File: config.mk
export PLATFORM = sky130hd
export DESIGN_NAME = ansi_key_sequence_decoder_top_flat
export DESIGN_NICKNAME = d
export VERILOG_FILES = /design/src/rtl/akd_pkg.sv /design/src/rtl/akd_if.sv /design/src/rtl/akd_parser.sv /design/src/rtl/ansi_key_sequence_decoder_top.sv /design/src/flat_wrapper.sv
export SDC_FILE = /design/constraint.sdc
export NUM_CORES = 1
export LEC_CHECK = 0
export BUFFER_PORTS_ARGS = -buffer_cell sky130_fd_sc_hd__buf_2
export CAP_MARGIN = 20
export CORE_MARGIN = 2
export CORE_UTILIZATION = 40
export CTS_BUF_LIST = sky130_fd_sc_hd__clkbuf_4 sky130_fd_sc_hd__clkbuf_8
export DETAILED_ROUTE_END_ITERATION = 6
export GPL_TIMING_DRIVEN = 0
export SYNTH_ARGS = -nofsm -noshare
export SYNTH_HDL_FRONTEND = slang
export SYNTH_HIERARCHICAL = 1
export SYNTH_SLANG_ARGS = --single-unit
File: constraint.sdc
create_clock -name clock -period 3.3 [get_ports clock]
set_input_delay 0 -clock clock [delete_from_list [all_inputs] [get_ports clock]]
set_output_delay 0 -clock clock [all_outputs]
set_load 0.02 [all_outputs]
File: src/rtl/akd_pkg.sv
// ---------------------------------------------------------------------------
// akd_pkg: shared types and constants of the ANSI key sequence decoder
// Byte classes, parser states, key and event codes, and the key table lookup.
// ---------------------------------------------------------------------------
`timescale 1ns / 1ps
`default_nettype none

package akd_pkg;

   // default size of the sequence byte buffer
   localparam int SEQ_BUF_LEN_DEF = 8;
   // longest key text in the tables; only these leading bytes are compared
   localparam int KEY_TEXT_LEN = 3;

   // event kinds
   localparam logic [1:0] KIND_CHAR   = 2'd0;
   localparam logic [1:0] KIND_KEY    = 2'd1;
   localparam logic [1:0] KIND_REDRAW = 2'd2;

   // key codes
   localparam logic [7:0] KEY_UP     = 8'd0;
   localparam logic [7:0] KEY_F1     = 8'd4;
   localparam logic [7:0] KEY_ENTER  = 8'd8;
   localparam logic [7:0] KEY_TAB    = 8'd9;
   localparam logic [7:0] KEY_DELETE = 8'd10;

   // control and sequence bytes
   localparam logic [7:0] BYTE_BS      = 8'h08;
   localparam logic [7:0] BYTE_HT      = 8'h09;
   localparam logic [7:0] BYTE_FF      = 8'h0c;
   localparam logic [7:0] BYTE_CR      = 8'h0d;
   localparam logic [7:0] BYTE_ESC     = 8'h1b;
   localparam logic [7:0] BYTE_CSI_C1  = 8'h9b;
   localparam logic [7:0] BYTE_SS3_C1  = 8'h8f;
   localparam logic [7:0] BYTE_LBRACK  = 8'h5b;  // '['
   localparam logic [7:0] BYTE_O       = 8'h4f;  // 'O'
   localparam logic [7:0] BYTE_A       = 8'h41;  // 'A'
   localparam logic [7:0] BYTE_D       = 8'h44;  // 'D'
   localparam logic [7:0] BYTE_P       = 8'h50;  // 'P'
   localparam logic [7:0] BYTE_S       = 8'h53;  // 'S'
   localparam logic [7:0] BYTE_ONE     = 8'h31;  // '1'
   localparam logic [7:0] BYTE_FOUR    = 8'h34;  // '4'
   localparam logic [7:0] BYTE_TILDE   = 8'h7e;  // '~'

   // byte classes
   typedef enum logic [3:0] {
      CL_C0     = 4'd0,
      CL_INTERM = 4'd1,
      CL_PARAM  = 4'd2,
      CL_UPPER  = 4'd3,
      CL_LOWER  = 4'd4,
      CL_DEL    = 4'd5,
      CL_C1     = 4'd6,
      CL_SPEC   = 4'd7,
      CL_G1     = 4'd8
   } class_type;

   // parser states
   typedef enum logic [4:0] {
      ST_IDLE    = 5'b00001,
      ST_ESC     = 5'b00010,
      ST_ESC_INT = 5'b00100,
      ST_SS3     = 5'b01000,
      ST_CSI     = 5'b10000
   } state_type;

   // one decoded event, hit marks that the byte gives a result
   typedef struct packed {
      logic       hit;
      logic [1:0] kind;
      logic [7:0] code;
   } evt_type;

   // result of a key table lookup
   typedef struct packed {
      logic       hit;
      logic [7:0] code;
   } lookup_type;

   function automatic class_type byte_class(input logic [7:0] b);
      class_type cl;
      if (b <= 8'h1f)                    cl = CL_C0;
      else if (b <= 8'h2f)               cl = CL_INTERM;
      else if (b <= 8'h3f)               cl = CL_PARAM;
      else if (b <= 8'h5f)               cl = CL_UPPER;
      else if (b <= 8'h7e)               cl = CL_LOWER;
      else if (b == 8'h7f)               cl = CL_DEL;
      else if (b <= 8'h9f)               cl = CL_C1;
      else if (b == 8'ha0 || b == 8'hff) cl = CL_SPEC;
      else                               cl = CL_G1;
      return cl;
   endfunction

   // match a collected sequence against the SS3 or CSI key table
   // len is the sequence length, or zero for any length the tables lack
   function automatic lookup_type key_lookup(input logic       ss3,
                                             input logic [1:0] len,
                                             input logic [7:0] b0,
                                             input logic [7:0] b1,
                                             input logic [7:0] b2);
      lookup_type res;
      res.hit  = 1'b0;
      res.code = KEY_UP;
      // cursor keys A to D, same in both tables
      if (len == 2'd1 && b0 >= BYTE_A && b0 <= BYTE_D) begin
         res.hit  = 1'b1;
         res.code = {6'd0, b0[1:0] - 2'd1};
      end
      // SS3 function keys P to S
      else if (ss3 && len == 2'd1 && b0 >= BYTE_P && b0 <= BYTE_S) begin
         res.hit  = 1'b1;
         res.code = KEY_F1 + {6'd0, b0[1:0]};
      end
      // CSI function keys in the bracket form
      else if (!ss3 && len == 2'd2 && b0 == BYTE_LBRACK && b1 >= BYTE_A && b1 <= BYTE_D) begin
         res.hit  = 1'b1;
         res.code = KEY_F1 + {6'd0, b1[1:0] - 2'd1};
      end
      // CSI function keys in the numbered tilde form
      else if (!ss3 && len == 2'd3 && b0 == BYTE_ONE && b1 >= BYTE_ONE && b1 <= BYTE_FOUR
               && b2 == BYTE_TILDE) begin
         res.hit  = 1'b1;
         res.code = KEY_F1 + {6'd0, b1[1:0] - 2'd1};
      end
      return res;
   endfunction

endpackage

`default_nettype wire

File: src/rtl/akd_if.sv
// ---------------------------------------------------------------------------
// akd_if: request and response channels of the ANSI key sequence decoder
// Valid/ready channels carrying terminal bytes in and decoded events out.
// ---------------------------------------------------------------------------
`timescale 1ns / 1ps
`default_nettype none

interface akd_req_if;
   logic       valid;
   logic       ready;
   logic [7:0] in_byte;

   modport source (output valid, output in_byte, input ready);
   modport sink   (input valid, input in_byte, output ready);
endinterface

interface akd_rsp_if;
   logic       valid;
   logic       ready;
   logic [1:0] event_kind;
   logic [7:0] event_code;

   modport source (output valid, output event_kind, output event_code, input ready);
   modport sink   (input valid, input event_kind, input event_code, output ready);
endinterface

`default_nettype wire

File: src/rtl/akd_parser.sv
// ---------------------------------------------------------------------------
// akd_parser: escape sequence parser and key table match
// Holds the parser state and collected sequence bytes, and decodes one
// byte per step into at most one event.
// ---------------------------------------------------------------------------
`timescale 1ns / 1ps
`default_nettype none

module akd_parser #(
   parameter int SEQ_BUF_LEN = akd_pkg::SEQ_BUF_LEN_DEF
) (
   input  wire logic             clock,
   input  wire logic             reset,
   input  wire logic             step,
   input  wire logic [7:0]       in_byte,
   output akd_pkg::evt_type      evt
);
   import akd_pkg::*;

   localparam int CNT_W = $clog2(SEQ_BUF_LEN + 1);

   state_type        state_ff, state_in;
   logic [CNT_W-1:0] cnt_ff, cnt_in;
   // only the leading bytes take part in matching, later ones just count
   logic [7:0]       head_ff [KEY_TEXT_LEN];
   logic [7:0]       head_in [KEY_TEXT_LEN];
   class_type        cl;
   logic             do_collect;
   logic             do_lookup;
   logic             is_ss3;
   logic [1:0]       seq_len;
   lookup_type       found;

   assign cl = byte_class(in_byte);

   // state transitions and direct events
   always_comb begin
      state_in   = state_ff;
      do_collect = 1'b0;
      do_lookup  = 1'b0;
      is_ss3     = 1'b0;
      cnt_in     = cnt_ff;
      evt.hit    = 1'b0;
      evt.kind   = KIND_CHAR;
      evt.code   = in_byte;
      case (state_ff)
         ST_ESC: begin
            if (cl == CL_C0 || cl == CL_DEL) begin
               state_in = ST_ESC;
            end else if (cl == CL_INTERM) begin
               state_in = ST_ESC_INT;
            end else if (in_byte == BYTE_LBRACK) begin
               state_in = ST_CSI;
               cnt_in   = '0;
            end else if (in_byte == BYTE_O) begin
               state_in = ST_SS3;
               cnt_in   = '0;
            end else begin
               state_in = ST_IDLE;
            end
         end
         ST_ESC_INT: begin
            if (cl != CL_C0 && cl != CL_INTERM) state_in = ST_IDLE;
         end
         ST_SS3: begin
            is_ss3 = 1'b1;
            if (cl == CL_PARAM) begin
               do_collect = 1'b1;
            end else if (cl == CL_UPPER) begin
               do_collect = 1'b1;
               do_lookup  = 1'b1;
               state_in   = ST_IDLE;
            end else begin
               state_in = ST_IDLE;
            end
         end
         ST_CSI: begin
            if (cl == CL_C0) begin
               state_in = ST_CSI;
            end else if (cl == CL_INTERM || cl == CL_PARAM) begin
               do_collect = 1'b1;
            end else if (cl == CL_UPPER || cl == CL_LOWER) begin
               do_collect = 1'b1;
               if (in_byte != BYTE_LBRACK) begin
                  do_lookup = 1'b1;
                  state_in  = ST_IDLE;
               end
            end else begin
               state_in = ST_IDLE;
            end
         end
         default: begin
            state_in = ST_IDLE;
            case (cl)
               CL_C0: begin
                  if (in_byte == BYTE_ESC) begin
                     state_in = ST_ESC;
                  end else if (in_byte == BYTE_BS) begin
                     evt.hit  = 1'b1;
                     evt.kind = KIND_KEY;
                     evt.code = KEY_DELETE;
                  end else if (in_byte == BYTE_HT) begin
                     evt.hit  = 1'b1;
                     evt.kind = KIND_KEY;
                     evt.code = KEY_TAB;
                  end else if (in_byte == BYTE_FF) begin
                     evt.hit  = 1'b1;
                     evt.kind = KIND_REDRAW;
                     evt.code = 8'd0;
                  end else if (in_byte == BYTE_CR) begin
                     evt.hit  = 1'b1;
                     evt.kind = KIND_KEY;
                     evt.code = KEY_ENTER;
                  end
               end
               CL_INTERM, CL_PARAM, CL_UPPER, CL_LOWER, CL_G1: begin
                  evt.hit  = 1'b1;
                  evt.kind = KIND_CHAR;
                  evt.code = in_byte;
               end
               CL_C1: begin
                  if (in_byte == BYTE_CSI_C1) begin
                     state_in = ST_CSI;
                     cnt_in   = '0;
                  end else if (in_byte == BYTE_SS3_C1) begin
                     state_in = ST_SS3;
                     cnt_in   = '0;
                  end
               end
               CL_DEL: begin
                  evt.hit  = 1'b1;
                  evt.kind = KIND_KEY;
                  evt.code = KEY_DELETE;
               end
               default: begin
                  evt.hit = 1'b0;
               end
            endcase
         end
      endcase

      // collect into the buffer, bytes past a full buffer are dropped
      head_in = head_ff;
      if (do_collect && cnt_ff != CNT_W'(SEQ_BUF_LEN)) begin
         cnt_in = cnt_ff + CNT_W'(1);
         if (cnt_ff < CNT_W'(KEY_TEXT_LEN)) head_in[cnt_ff[1:0]] = in_byte;
      end

      // length of the sequence as the tables see it
      if (cnt_in == CNT_W'(1))      seq_len = 2'd1;
      else if (cnt_in == CNT_W'(2)) seq_len = 2'd2;
      else if (cnt_in == CNT_W'(3)) seq_len = 2'd3;
      else                          seq_len = 2'd0;

      found = key_lookup(is_ss3, seq_len, head_in[0], head_in[1], head_in[2]);
      if (do_lookup) begin
         evt.hit  = found.hit;
         evt.kind = KIND_KEY;
         evt.code = found.code;
      end
   end

   // control state
   always_ff @(posedge clock) begin
      if (reset) begin
         state_ff <= ST_IDLE;
         cnt_ff   <= '0;
      end else if (step) begin
         state_ff <= state_in;
         cnt_ff   <= cnt_in;
      end
   end

   // sequence bytes
   always_ff @(posedge clock) begin
      if (step) head_ff <= head_in;
   end

endmodule

`default_nettype wire

File: src/rtl/ansi_key_sequence_decoder_top.sv
// ---------------------------------------------------------------------------
// ansi_key_sequence_decoder_top: ANSI terminal key sequence decoder
// Turns terminal bytes into plain characters, named keys and redraw events.
// ---------------------------------------------------------------------------
//
//   channel | direction | payload                  | carries
//   --------+-----------+--------------------------+-------------------------
//   req_ch  | in        | in_byte[7:0]             | one terminal byte
//   rsp_ch  | out       | event_kind[1:0],         | zero or one event per
//           |           | event_code[7:0]          | byte
//
// One byte per cycle sustained while rsp_ch takes events. A byte is held in
// the input register, decoded by the parser, and its event, if any, is
// registered in the result register. Reset clears the parser state and
// both pipeline valid flags. A stall on rsp_ch holds the result register;
// the input register still takes a byte if empty, else req_ch.ready drops.
//
`timescale 1ns / 1ps
`default_nettype none

module ansi_key_sequence_decoder_top #(
   parameter int SEQ_BUF_LEN = akd_pkg::SEQ_BUF_LEN_DEF
) (
   input wire logic  clock,
   input wire logic  reset,
   akd_req_if.sink   req_ch,
   akd_rsp_if.source rsp_ch
);
   import akd_pkg::*;

   logic       in_valid_ff, in_valid_in;
   logic [7:0] in_byte_ff;
   logic       rsp_valid_ff, rsp_valid_in;
   logic [1:0] rsp_kind_ff;
   logic [7:0] rsp_code_ff;
   logic       step;
   logic       req_take;
   evt_type    evt;

   // the held byte moves on when the result register is free or emptying
   assign step     = in_valid_ff && (!rsp_valid_ff || rsp_ch.ready);
   assign req_take = req_ch.valid && req_ch.ready;
   assign req_ch.ready = !in_valid_ff || step;

   akd_parser #(
      .SEQ_BUF_LEN(SEQ_BUF_LEN)
   ) u_parser (
      .clock   (clock),
      .reset   (reset),
      .step    (step),
      .in_byte (in_byte_ff),
      .evt     (evt)
   );

   // pipeline valid flags
   always_comb begin
      in_valid_in = in_valid_ff;
      if (req_take)  in_valid_in = 1'b1;
      else if (step) in_valid_in = 1'b0;

      rsp_valid_in = rsp_valid_ff;
      if (step)              rsp_valid_in = evt.hit;
      else if (rsp_ch.ready) rsp_valid_in = 1'b0;
   end

   always_ff @(posedge clock) begin
      if (reset) begin
         in_valid_ff  <= 1'b0;
         rsp_valid_ff <= 1'b0;
      end else begin
         in_valid_ff  <= in_valid_in;
         rsp_valid_ff <= rsp_valid_in;
      end
   end

   // input and result payload
   always_ff @(posedge clock) begin
      if (req_take) in_byte_ff <= req_ch.in_byte;
      if (step) begin
         rsp_kind_ff <= evt.kind;
         rsp_code_ff <= evt.code;
      end
   end

   assign rsp_ch.valid      = rsp_valid_ff;
   assign rsp_ch.event_kind = rsp_kind_ff;
   assign rsp_ch.event_code = rsp_code_ff;

endmodule

`default_nettype wire

File: src/flat_wrapper.sv
// flat-port wrapper written by rule: the top's interface ports become plain ports
module ansi_key_sequence_decoder_top_flat import akd_pkg::*;
#(
   parameter int SEQ_BUF_LEN = akd_pkg::SEQ_BUF_LEN_DEF
)
  (clock, reset, req_ch_valid, req_ch_in_byte, req_ch_ready, rsp_ch_valid, rsp_ch_event_kind, rsp_ch_event_code, rsp_ch_ready);
  akd_req_if req_ch_i ();
  akd_rsp_if rsp_ch_i ();
  input wire logic clock;
  input wire logic reset;
  input wire logic [$bits(req_ch_i.valid)-1:0] req_ch_valid;
  input wire logic [$bits(req_ch_i.in_byte)-1:0] req_ch_in_byte;
  output wire logic [$bits(req_ch_i.ready)-1:0] req_ch_ready;
  output wire logic [$bits(rsp_ch_i.valid)-1:0] rsp_ch_valid;
  output wire logic [$bits(rsp_ch_i.event_kind)-1:0] rsp_ch_event_kind;
  output wire logic [$bits(rsp_ch_i.event_code)-1:0] rsp_ch_event_code;
  input wire logic [$bits(rsp_ch_i.ready)-1:0] rsp_ch_ready;
  assign req_ch_i.valid = req_ch_valid;
  assign req_ch_i.in_byte = req_ch_in_byte;
  assign req_ch_ready = req_ch_i.ready;
  assign rsp_ch_valid = rsp_ch_i.valid;
  assign rsp_ch_event_kind = rsp_ch_i.event_kind;
  assign rsp_ch_event_code = rsp_ch_i.event_code;
  assign rsp_ch_i.ready = rsp_ch_ready;
  ansi_key_sequence_decoder_top #(.SEQ_BUF_LEN(SEQ_BUF_LEN)) u_core (.clock(clock), .reset(reset), .req_ch(req_ch_i), .rsp_ch(rsp_ch_i));
endmodule
; After elaboration in Yosys (flattened, before gate mapping)
; Index checks and enable logic that the tools add are counted.
[classes]
n_shift = 0
order_cmp = 17
n_reduce_logical = 37
addsub = 5
mul = 0
n_div = 0
bitwise_logic = 1
muxes = 70
n_eq_ne = 39
[op_table]
columns = operator, count
row1 = 11-bit two-way mux, 7
row2 = 4-bit two-way mux, 18
row3 = 5-bit two-way mux, 10
row4 = 24-bit two-way mux, 2
row5 = 8-bit by 7-bit equality test with 1-bit output (second input constant), 5
row6 = 8-bit by 7-bit <= comparator with 1-bit output (second input constant), 5
row7 = 9-bit two-way mux, 4
row8 = 8-bit by 4-bit equality test with 1-bit output (second input constant), 4
row9 = 8-bit equality test (second input constant), 4
row10 = 24-bit bitwise mux, 1
row11 = 8-bit by 7-bit greater-or-equal comparator with 1-bit output (second input constant), 3
row12 = 8-bit by 6-bit <= comparator with 1-bit output (second input constant), 3
row13 = 10-bit case mux with 2 select lines, 1
row14 = 5-bit case mux with 4 select lines, 1
row15 = 1-bit logical AND, 19
row16 = 8-bit demux with 2-bit select, 1
row17 = 4-bit by 2-bit equality test with 1-bit output (second input constant), 4
row18 = 1-bit two-way mux, 15
row19 = 4-bit by 3-bit equality test with 1-bit output (second input constant), 3
row20 = 5-bit case mux with 2 select lines, 1
row21 = 3-bit by 2-bit adder with 4-bit output (first input constant), 2
row22 = 4-bit by 1-bit equality test with 1-bit output (second input constant), 2
row23 = 8-bit by 5-bit equality test with 1-bit output (second input constant), 1
row24 = 8-bit by 6-bit equality test with 1-bit output (second input constant), 1
row25 = other kinds (35), 52
[word_totals]
ff_bits = 53
mem_count = 0
mem_bits_ro = 0
latchBits = 0
ram_bits = 0
wordCells = 180

; Logic depth before layout (Yosys ltp)
; Gate-level depths: netlist of the first run.
[depth]
depth_word = 34
ltp_mapped = 19

; By module
; The synthesis of the first run kept the hierarchy.
[modules_own_cells]
columns = mod, area_each_um2, n_inst, cells_per_inst
row1 = akd_parser, 2904.0, 1, 346
row2 = ansi_key_sequence_decoder_top, 644.4, 1, 28

; Worst setup path before layout of the first run
; Ideal clock, no wire load.
[synth_timing]
kind = register -> register
start = register u_core.u_parser.cnt_ff[0]
end = register u_core.rsp_code_ff[0], in the netlist u_core/rsp_ch.event_code[0] (data pin)
synth_period_minus_slack_ps = 3477
path_stages_with_launch = 15
n_path_buf = 0
setup_slack_ps = -177
arrival_time_ps = 3204
required_time_ps = 3027
cell_sequence = dfxtp_1 ha_1 nor3_2 nand2_1 o22ai_2 mux2i_1 ha_1 nand2b_1 o211ai_1 a211oi_1 mux2i_1 nor3_1 nor2_1 o32ai_1 o31ai_2
[synth_rtl]
columns = item, line_no
row1 = from (decl), akd_parser.sv:23  ; logic [CNT_W-1:0] cnt_ff, cnt_in;
row2 = from (signal assigned), akd_parser.sv:170  ; cnt_ff <= cnt_in;
row3 = to (signal assigned), ansi_key_sequence_decoder_top.sv:81  ; rsp_code_ff <= evt.code;
row4 = to (decl), ansi_key_sequence_decoder_top.sv:35  ; logic [7:0] rsp_code_ff;

==> results.md, run 1 <==
* RR Endpoint: u_core/rsp_ch.valid$_SDFFE_PP0P_
* Sequential area share after synthesis at 41.7%
* Slew Limit Fails at 0
* Remaining antenna violation count at 0
* GR Overflow Total at 0
* Worst-case reg-to-reg path depth at 17
* Port Buffers at 23
* Routed WL at 9720 um
* Status: finished, violations left
* Synth cell types at 75
* Most instantiated cells after synthesis: 53 x nand2_1, 42 x edfxtp_1, 37 x nor2_1, 16 x inv_1, 14 x a21oi_1
* RD Place Congestion at 0.939
* Synth Net Count at 397
* CTS root buf: clkbuf_8
* Count leader, synth: nand2_1
* Final Skew at 10.1 ps
* First-pass GRT wire length at 16200 um
* Fmax at 291 MHz
* Initial antenna violation count at 0
* Cell taking the most area after synthesis: edfxtp_1
* Setup crit end kind: flip-flop
* Register bit total from synthesis at 53
* Num CTS Buffers at 5
* Critical Path RT at 3550 ps
* Setup_tns at -371 ps
* CP arrival at 3700 ps
* Fraction of layout cells with a size suffix above 1 at 29.1%
* Fill count at 837
* Initial Util at 40.9%
* Clock sink count at 53
* P&R area growth vs syn at 25.1%
* HPWL Detailed at 6580 um
* Top FF cell, synth: edfxtp_1
* Detailed Route Iter0 Violations at 127
* Ratio of final minimum period to clock period at 104%
* Worst-Margin Slew at 852 ps
* Routed wire per std cell at 17.7 um
* Synth area leaders: edfxtp_1 36%, dfxtp_1 6.2%, nand2_1 5.6%
* Maximum clock path buffer count at 2
* Worst reg2reg path startpoint: u_core/in_byte_ff[5]$_DFFE_PP_
* I/O pins at 24
* CTS clk-pin slew, worst paths at 100 ps
* Die height at 98.2 um
* Vias/cell at 5.71
* CTS tree: done
* Hold Crit Endpoint: u_core/in_byte_ff[3]$_DFFE_PP_
* Crit path kind: reg2reg
* Hold path depth at 2
* Worst hold start: req_ch_valid
* Critical path peak fanout at 8
* Pre-CTS setup slack at -750 ps
* Full die area at 0.00964 mm^2
* Top-area cell type share of the netlist area at 35.5%
* Clock latency on the worst-skew pair at 320 ps
* Largest net degree at the start of global routing at 36
* Std cell rows at 34
* Die Wd at 98.2 um
* Unrepaired setup endpoints after global routing: yes
* Max IR drop VDD at 0.000207 V
* Drt pass-1 iters at 4
* Static Leakage at 1.66 nW
* Post-synth ARST share at 0%
* Gate Count Post-Synth at 374
* Failing checks: setup timing
* Nets at 462
* Crit path time final at 3440 ps
* Final setup margin at -141 ps
* Overall Global Routing Usage at 20.9%
* Max-slew headroom at 43.2%
* Startpoint Class: flip-flop
* Final setup viols at 4
* Hold WS at 96.0 ps
* Min-delay worst type: in2reg
* DRC Markers at 0
* Syn_area_per_cell at 9.49 um^2
* Core area at 0.00868 mm^2
* Vias in the first global route at 3247
* H-tree depth at 2
* Number of synthesized flops with an enable pin at 42
* Diode count at 0
* Vias at 3129
* Yosys warns at 6
* Pwr per Cell Area at 309 mW/mm^2
* MaxCap Viol Count at 0
* Worst reg-to-reg setup slack at -140 ps
* Post-Syn Area at 0.00355 mm^2
* Number of hold-slack violations in the final timing report at 0
-- layout by cell type (no fill, tap or decap), types with 4 or more instances in the layout --
| cell | instances |
|---|---|
| mux2i_1 | 6 |
| edfxtp_1 | 42 |
| clkbuf_1 | 8 |
| nor2_1 | 36 |
| dlygate4sd3_1 | 11 |
| buf_2 | 25 |
| nand2_1 | 50 |
| o21ai_0 | 13 |
| buf_6 | 5 |
| nor3b_1 | 6 |
| mux2_2 | 4 |
| a21oi_1 | 13 |
| o211ai_1 | 7 |
| dfxtp_1 | 6 |
| dfxtp_2 | 4 |
| and2_1 | 6 |
| clkbuf_8 | 5 |
| inv_1 | 14 |
| nand2b_1 | 5 |
| nor3_1 | 6 |
| nand3_1 | 11 |
| ha_1 | 7 |
| buf_4 | 26 |
| and3_1 | 9 |
-- per-stage QoR --
stage	instances	utilization, %	power [W]	cell area [um^2]
2_1_floorplan	374	-	0.000908	3580
3_3_place_gp	505	44.1	0.000962	3830
3_5_place_dp	505	44.1	0.000965	3830
4_1_cts	543	49.8	0.00137	4320
5_1_grt	548	51.2	0.00143	4440
6_report	548	51.2	0.00137	4440
-- cell type report --
cell class	count	area (um^2)	share of cell area, %
multi-input cells	286	2140	48.1
clock buffers	5	68.8	1.55
flip-flops and latches	53	1490	33.6
clock inverters	3	20.0	0.451
plain buffers	17	93.8	2.11
well taps	108	135	3.04
inverters	16	62.6	1.41
repair buffers	60	432	9.72
-- worst max-delay path by stage --
stage                                         from                                     to  slack (ps)  cells after the start
floorplan           u_core/in_byte_ff[5]$_DFFE_PP_  u_core/rsp_ch.event_code[0]$_DFFE_PP_          50                     17
global placement    u_core/in_byte_ff[4]$_DFFE_PP_  u_core/rsp_ch.event_code[0]$_DFFE_PP_        -650                     18
detailed placement  u_core/in_byte_ff[4]$_DFFE_PP_  u_core/rsp_ch.event_code[0]$_DFFE_PP_        -750                     18
CTS                 u_core/in_byte_ff[7]$_DFFE_PP_       u_core/rsp_ch.valid$_SDFFE_PP0P_        -140                     15
global route        u_core/in_byte_ff[5]$_DFFE_PP_       u_core/rsp_ch.valid$_SDFFE_PP0P_        -290                     15
finish              u_core/in_byte_ff[5]$_DFFE_PP_       u_core/rsp_ch.valid$_SDFFE_PP0P_        -140                     17
-- layer usage --
layer | track usage (%) | part of all wire, % | vias to the layer above
li1 | - | - | 1524
met1 | 27.4 | 44 | 1503
met2 | 35.2 | 49 | 86
met3 | 2.86 | 4.6 | 16
met4 | 7.90 | 2.7 | 0
met5 | 0 | 0 | -
-- critical path, cell delays in order, from the launching register on --
cell and delay, ps:
edfxtp_1 430, buf_6 160, and4bb_1 220, o211ai_1 430
o21ai_2 180, nand3_4 140, nand2_2 70, nand2_4 100
ha_4 150, o211ai_1 100, a211oi_2 260, o2111ai_2 190
a2111oi_4 320, buf_4 210, nor3_4 60, o21ai_2 170
nand2_1 80, a21oi_2 110
-- repair_timing --
| item | in CTS | in global routing |
|---|---|---|
| hold buffers | 11 | 0 |
| setup buffers | 21 | 5 |
| resized for setup | 39 | 18 |
| setup endpoints to repair | 4 | 14 |
| pin swaps | 20 | 19 |
| endpoints found under the hold margin | 10 | 0 |
-- power breakdown --
group / internal (W) / switching (W) / total, W
Sequential: 0.000753 / 0.0000192 / 0.000772
Combinational: 0.0000848 / 0.000132 / 0.000217
Clock: 0.000150 / 0.000232 / 0.000383
Total: 0.000988 / 0.000384 / 0.00137
-- sequential cells by signal (all words and copies together) (netlist names) --
name / count
u_core/in_byte_ff: 8
u_core/in_valid_ff: 1
u_core/rsp_ch.event_code: 8
u_core/rsp_ch.event_kind: 2
u_core/rsp_ch.valid: 1
u_core/u_parser/cnt_ff: 4
u_core/u_parser/head_ff: 24
u_core/u_parser/state_ff: 5
-- logic make-up (layout without fill, tap and decap cells) --
kind of cell | count (synthesis) | after routing | synth area share, %
adder cells (fa/ha/maj) | 11 | 11 | 3.88
AO/OA/AOI/OAI | 84 | 84 | 18.1
AND/OR/NAND/NOR | 174 | 174 | 27.0
multiplexers | 13 | 13 | 3.95
flip-flops | 53 | 53 | 41.7
XOR/XNOR | 4 | 4 | 0.987
buffers and inverters | 35 | 101 | 4.34
Power figures use the tool's default switching activity.
==> inputs of run 2 (changes only) <==
--- a/config.mk
+++ b/config.mk
@@ -7,11 +7,14 @@
 export LEC_CHECK = 0
 export BUFFER_PORTS_ARGS = -buffer_cell sky130_fd_sc_hd__buf_2
 export CAP_MARGIN = 20
+export CELL_PAD_IN_SITES_DETAIL_PLACEMENT = 1
+export CELL_PAD_IN_SITES_GLOBAL_PLACEMENT = 2
 export CORE_MARGIN = 2
-export CORE_UTILIZATION = 40
+export CORE_UTILIZATION = 36
 export CTS_BUF_LIST = sky130_fd_sc_hd__clkbuf_4 sky130_fd_sc_hd__clkbuf_8
 export DETAILED_ROUTE_END_ITERATION = 6
-export GPL_TIMING_DRIVEN = 0
+export PLACE_DENSITY_LB_ADDON = 0.1
+export SLEW_MARGIN = 5
 export SYNTH_ARGS = -nofsm -noshare
 export SYNTH_HDL_FRONTEND = slang
 export SYNTH_HIERARCHICAL = 1
==> results.md, run 2 (synthesized netlist as in run 1, its figures left out) <==
* Worst reg2reg path startpoint: u_core/in_byte_ff[5]$_DFFE_PP_
* CTS tree: done
* Status: finished, violations left
* Max-slew headroom at 54.4%
* Number of hold-slack violations in the final timing report at 0
* Design area at 0.00458 mm^2
* Crit path time final at 3400 ps
* Setup_tns at -270 ps
* Worst setup path startpoint: u_core/in_byte_ff[5]$_DFFE_PP_
* Final core utilization at 47.3%
* Startpoint Class: flip-flop
* Pwr per Cell Area at 305 mW/mm^2
* Full die area at 0.0107 mm^2
* Setup crit end kind: flip-flop
* Commonest cells after routing, fill and taps aside: 61 x buf_4, 50 x nand2_1, 42 x edfxtp_1
* Cell Area, Placed at 0.00412 mm^2
* Fmax at 294 MHz
* H-tree depth at 2
* Final setup margin at -100 ps
* Critical Path RT at 3370 ps
* Fraction of layout cells with a size suffix above 1 at 32.3%
* Overall Global Routing Usage at 23.4%
* Min-delay worst type: in2reg
* P&R area growth vs syn at 29.1%
* Most common cell after layout, fill and taps aside: buf_4
* Largest register FFs at 24
* CTS clk-pin slew, worst paths at 100 ps
* Critical path peak fanout at 4
* Routed wire per std cell at 20.1 um
* Final Skew at 5.91 ps
* Nets at 484
* Failing checks: setup timing
* Final setup viols at 3
* Detailed Route Iter0 Violations at 117
* RD Place Congestion at 0.866
* Static Leakage at 1.79 nW
* Vias at 3259
* Unrepaired setup endpoints after global routing: yes
* First-pass GRT wire length at 18700 um
* GR Overflow Total at 0
* Diode count at 0
* Placed cells at 559
* Max IR drop VDD at 0.000190 V
* RR Endpoint: u_core/rsp_ch.event_code[0]$_DFFE_PP_
* Die Wd at 103 um
* Worst-Margin Slew at 684 ps
* CTS root buf: clkbuf_8
* MaxCap Viol Count at 0
* Worst reg-to-reg setup slack at -100 ps
* Worst-case reg-to-reg path depth at 16
* Initial antenna violation count at 0
* Routed WL at 12000 um
* Hold WS at 38.0 ps
* Port Buffers at 23
* I/O pins at 24
* Ratio of final minimum period to clock period at 103%
* Clock sink count at 53
* Largest reg by FF count: u_core/u_parser/head_ff
* Initial Util at 36.6%
* Drt pass-1 iters at 4
* Die height at 103 um
* Vias/cell at 5.48
* CP arrival at 3470 ps
* Maximum clock path buffer count at 2
* Slew Limit Fails at 0
* HPWL Detailed at 8850 um
* Core area at 0.00968 mm^2
* Crit path kind: reg2reg
* Std cell rows at 36
* Vias in the first global route at 3414
* Remaining antenna violation count at 0
* Num CTS Buffers at 5
* Largest net degree at the start of global routing at 43
* DRC Markers at 0
* Fill count at 1129
* Finished Layout Cells at 595
* Crit path to: u_core/rsp_ch.event_code[0]$_DFFE_PP_
* Clock latency on the worst-skew pair at 320 ps
-- run 2: cell count changes in the layout (fill, tap and decap cells not counted), sizes merged --
cell | previous run | this run
buf | 57 | 88
clkbuf | 14 | 5
clkinv | 1 | 3
clkinvlp | 1 | 0
inv | 17 | 16
-- run 2: metrics by stage --
stage          power, W  setup WS [ps]
3_3_place_gp   0.000995          -78.9
3_5_place_dp    0.00100          -89.0
6_report        0.00140           -100
2_1_floorplan  0.000908           45.2
5_1_grt         0.00146           -321
4_1_cts         0.00140           1.53
-- run 2: per-layer routing --
layer / GRT usage, % / up-vias / part of all wire [%]
li1: - / 1558 / -
met1: 30.7 / 1636 / 47
met2: 40.3 / 50 / 50
met3: 2.55 / 15 / 2.0
met4: 8.10 / 0 / 1.7
met5: 0 / - / 0
-- run 2: where the power goes --
part,total (W),internal (W),switching (W),leakage (nW)
sequential,0.000772,0.000753,0.0000192,0.487
combinational,0.000249,0.000102,0.000147,1.26
clock,0.000377,0.000148,0.000230,0.0455
-- run 2: worst max-delay path, cell delays in order, from the launching register on --
cell and delay, ps:
edfxtp_1 440, buf_4 170, nor3b_4 230, o211ai_1 200
o22ai_4 280, mux2i_4 320, buf_6 150, ha_4 130
nand2_2 50, nor2_2 90, a31oi_1 50, nor3b_1 240
mux2i_1 140, nor3_2 260, nor2_1 80, o32ai_2 230
o31ai_2 90
-- run 2: timing repair --
item	CTS	global route
resized for setup	13	18
pin swaps	9	18
setup buffers	4	13
hold buffers	11	0
setup endpoints to repair	4	4
endpoints found under the hold margin	10	0
-- run 2: worst min-delay path by stage --
stage / cells past startpoint / end / start / slack (ps)
after floorplan: 1 / u_core/in_valid_ff$_SDFFE_PP0P_ / reset / 60
after global placement: 1 / u_core/in_byte_ff[2]$_DFFE_PP_ / req_ch_in_byte[2] / 180
after detailed placement: 1 / u_core/in_byte_ff[2]$_DFFE_PP_ / req_ch_in_byte[2] / 180
after CTS: 2 / u_core/u_parser/state_ff[1]$_SDFFE_PP0P_ / reset / 30
after global routing: 2 / u_core/u_parser/cnt_ff[3]$_SDFFE_PP0P_ / reset / 50
final: 2 / u_core/u_parser/state_ff[1]$_SDFFE_PP0P_ / reset / 40
-- run 2: cell type report --
| class | instances | area (um^2) | area share, % |
|---|---|---|---|
| clock buffer | 5 | 68.8 | 1.50 |
| clock inverter | 3 | 17.5 | 0.382 |
| inverter | 16 | 60.1 | 1.31 |
| multi-input combinational | 286 | 2060 | 44.9 |
| sequential | 53 | 1480 | 32.3 |
| tap | 133 | 166 | 3.63 |
| timing repair buffer | 99 | 728 | 15.9 |
==> inputs of run 3 (changes only) <==
--- a/config.mk
+++ b/config.mk
@@ -5,12 +5,13 @@
 export SDC_FILE = /design/constraint.sdc
 export NUM_CORES = 1
 export LEC_CHECK = 0
+export ABC_AREA = 1
 export BUFFER_PORTS_ARGS = -buffer_cell sky130_fd_sc_hd__buf_2
 export CAP_MARGIN = 20
 export CELL_PAD_IN_SITES_DETAIL_PLACEMENT = 1
 export CELL_PAD_IN_SITES_GLOBAL_PLACEMENT = 2
 export CORE_MARGIN = 2
-export CORE_UTILIZATION = 36
+export CORE_UTILIZATION = 33
 export CTS_BUF_LIST = sky130_fd_sc_hd__clkbuf_4 sky130_fd_sc_hd__clkbuf_8
 export DETAILED_ROUTE_END_ITERATION = 6
 export PLACE_DENSITY_LB_ADDON = 0.1
==> results.md, run 3 <==
* Number of hold-slack violations in the final timing report at 0
* Final Skew at 10.5 ps
* Vias at 3444
* Largest register FFs at 24
* Critical Path RT at 3390 ps
* Core area at 0.0108 mm^2
* Final setup viols at 0
* Routed WL at 11600 um
* Synth Net Count at 522
* Final setup margin at 305 ps
* Status: complete, no violations
* Die Wd at 110 um
* Remaining antenna violation count at 0
* Finished Layout Cells at 688
* Worst reg2reg path startpoint: u_core/in_byte_ff[7]$_DFFE_PP_
* Design area at 0.00425 mm^2
* Full die area at 0.0120 mm^2
* Diode count at 0
* Routed wire per std cell at 16.8 um
* CTS root buf: clkbuf_8
* Max IR drop VDD at 0.000158 V
* Number of synthesized flops with an enable pin at 42
* Postcts setup bufs at 0
* Most common cell after layout, fill and taps aside: nand2_1
* MaxCap Viol Count at 0
* Static Leakage at 1.98 nW
* Maximum clock path buffer count at 2
* Largest net degree at the start of global routing at 35
* H-tree depth at 2
* I/O pins at 24
* CP arrival at 3090 ps
* Drt pass-1 iters at 4
* CP max stage cell: edfxtp_1
* CTS tree: done
* First-pass GRT wire length at 18600 um
* Critical path peak fanout at 9
* Post-synth ARST share at 0%
* Initial antenna violation count at 0
* Most instantiated cells after synthesis: 115 x nand2_1, 74 x inv_1, 52 x nor2_1, 42 x edfxtp_1, 42 x o21ai_0
* Overall Global Routing Usage at 20.7%
* Crit path kind: reg2reg
* Setup crit end kind: flip-flop
* Vias/cell at 5.01
* Count leader, synth: nand2_1
* Nets at 570
* Die height at 110 um
* Cell Area, Placed at 0.00405 mm^2
* Worst-case reg-to-reg path depth at 19
* Ratio of final minimum period to clock period at 90.8%
* Hold path depth at 2
* Startpoint Class: flip-flop
* Setup_tns at 0 ps
* Synth cell types at 36
* Pre-CTS setup slack at 276 ps
* Max-slew headroom at 44.2%
* GR Overflow Total at 0
* RR Endpoint: u_core/rsp_ch.event_code[0]$_DFFE_PP_
* Top-area cell type share of the netlist area at 34.3%
* Clock latency on the worst-skew pair at 330 ps
* Worst hold start: reset
* Post-Syn Area at 0.00367 mm^2
* CTS clk-pin slew, worst paths at 110 ps
* Cell taking the most area after synthesis: edfxtp_1
* Top FF cell, synth: edfxtp_1
* Worst reg-to-reg setup slack at 310 ps
* Commonest cells after routing, fill and taps aside: 115 x nand2_1, 74 x inv_1, 52 x nor2_1
* Worst-Margin Slew at 829 ps
* Fmax at 334 MHz
* Sequential area share after synthesis at 40.3%
* Synth area leaders: edfxtp_1 34%, nand2_1 12%, inv_1 7.6%
* Num CTS Buffers at 5
* Vias in the first global route at 3515
* Clock sink count at 53
* Detailed Route Iter0 Violations at 125
* Slew Limit Fails at 0
* Slowest stage delay, CP at 500 ps
* Crit-path cells: inv_2, nand2_1, nor2_2, nand3_2, nand4_2, nand2_4, nand3_2, nor2_1, a21oi_1, inv_1, ha_1, nand4_1, nor2_1, nand3b_1, nand2_1, nand2_1, nand3_1, nand3_1, nand2_1
* Yosys warns at 6
* Syn_area_per_cell at 7.36 um^2
* Crit path time final at 2990 ps
* Initial Util at 33.9%
* P&R area growth vs syn at 15.6%
* Min-delay worst type: in2reg
* Std cell rows at 38
* Pwr per Cell Area at 346 mW/mm^2
* Unrepaired setup endpoints after global routing: no
* Register bit total from synthesis at 53
* Most used cell, CP: nand2_1
* DRC Markers at 0
* RD Place Congestion at 0.875
* Placed cells at 670
* Hold Crit Endpoint: u_core/in_valid_ff$_SDFFE_PP0P_
* HPWL Detailed at 8830 um
* Port Buffers at 23
* Largest reg by FF count: u_core/u_parser/head_ff
* Fraction of layout cells with a size suffix above 1 at 16.8%
* Gate Count Post-Synth at 499
[run 3: cell types whose count changed after synthesis, moves of 8 or more]
cell	delta
nand2_2	+13
o21ai_0	+29
inv_1	+58
nor2_1	+15
nand2_1	+62
mux2i_1	-8
and3_1	-9
nand4_1	+11
nand3_1	+23
[run 3: layer usage]
metal  wire [um]  track usage, %
met4         172            5.15
met2        5600            36.4
met5           0               0
met1        5390            26.4
met3         401            3.32
[run 3: worst max-delay path, delay by kind of cell (launching register included)]
family                   cells  cell delay [ps]
flip-flops                   1              500
buffers and inverters        2              270
AND/OR/NAND/NOR             15             1520
AO/OA/AOI/OAI                1              260
adder cells (fa/ha/maj)      1              210
[run 3: report_power, final]
part | total, W | internal (W) | switching (W)
Combinational | 0.000279 | 0.0000925 | 0.000186
Clock | 0.000412 | 0.000155 | 0.000256
Sequential | 0.000779 | 0.000756 | 0.0000229
Total | 0.00147 | 0.00100 | 0.000465
[run 3: how the worst max path moves through the flow]
stage	cells past startpoint	slack, ps	end	startpoint
after floorplan	6	510	u_core/u_parser/state_ff[2]$_SDFFE_PP0P_	u_core/rsp_ch.valid$_SDFFE_PP0P_
after global placement	19	270	u_core/rsp_ch.event_code[1]$_DFFE_PP_	u_core/in_byte_ff[7]$_DFFE_PP_
after CTS	15	250	u_core/rsp_ch.event_code[0]$_DFFE_PP_	u_core/in_byte_ff[5]$_DFFE_PP_
after detailed placement	15	280	u_core/rsp_ch.event_code[0]$_DFFE_PP_	u_core/in_byte_ff[5]$_DFFE_PP_
after global routing	19	20	u_core/rsp_ch.event_code[1]$_DFFE_PP_	u_core/in_byte_ff[7]$_DFFE_PP_
final	19	310	u_core/rsp_ch.event_code[0]$_DFFE_PP_	u_core/in_byte_ff[7]$_DFFE_PP_
[run 3: what timing repair did]
action,4_1_cts,5_1_grt
endpoints found under the setup margin,0,3
hold buffers,10,0
hold endpoints to repair,10,0
resized for setup,0,1
[run 3: final cells by class]
| class | instances | area (um^2) |
|---|---|---|
| inverter | 80 | 300 |
| clock inverter | 3 | 26.3 |
| tap | 140 | 175 |
| fill | 1385 | 6590 |
| timing repair buffer | 52 | 358 |
| multi-input combinational | 355 | 1840 |
| clock buffer | 5 | 68.8 |
| sequential | 53 | 1480 |
[run 3: cell families (layout without fill, tap and decap cells)]
| group | count (synthesis) | count (layout) | synth area share (%) |
|---|---|---|---|
| and+or+nand+nor | 263 | 263 | 33.5 |
| DFF | 53 | 53 | 40.3 |
| xor gates and xnor gates | 2 | 2 | 0.477 |
| AOI/OAI and AO/OA | 79 | 79 | 11.9 |
| adders and majority gates | 11 | 11 | 3.75 |
| buffers and inverters | 91 | 140 | 10.0 |
[run 3: per-stage QoR]
step	util [%]	hold WS, ps	power, W
6_report	39.2	17.7	0.00147
5_1_grt	39.2	16.3	0.00155
4_1_cts	39.2	22.5	0.00150
3_5_place_dp	37.4	179	0.00106
3_3_place_gp	37.4	177	0.00106
2_1_floorplan	-	62.4	0.000966
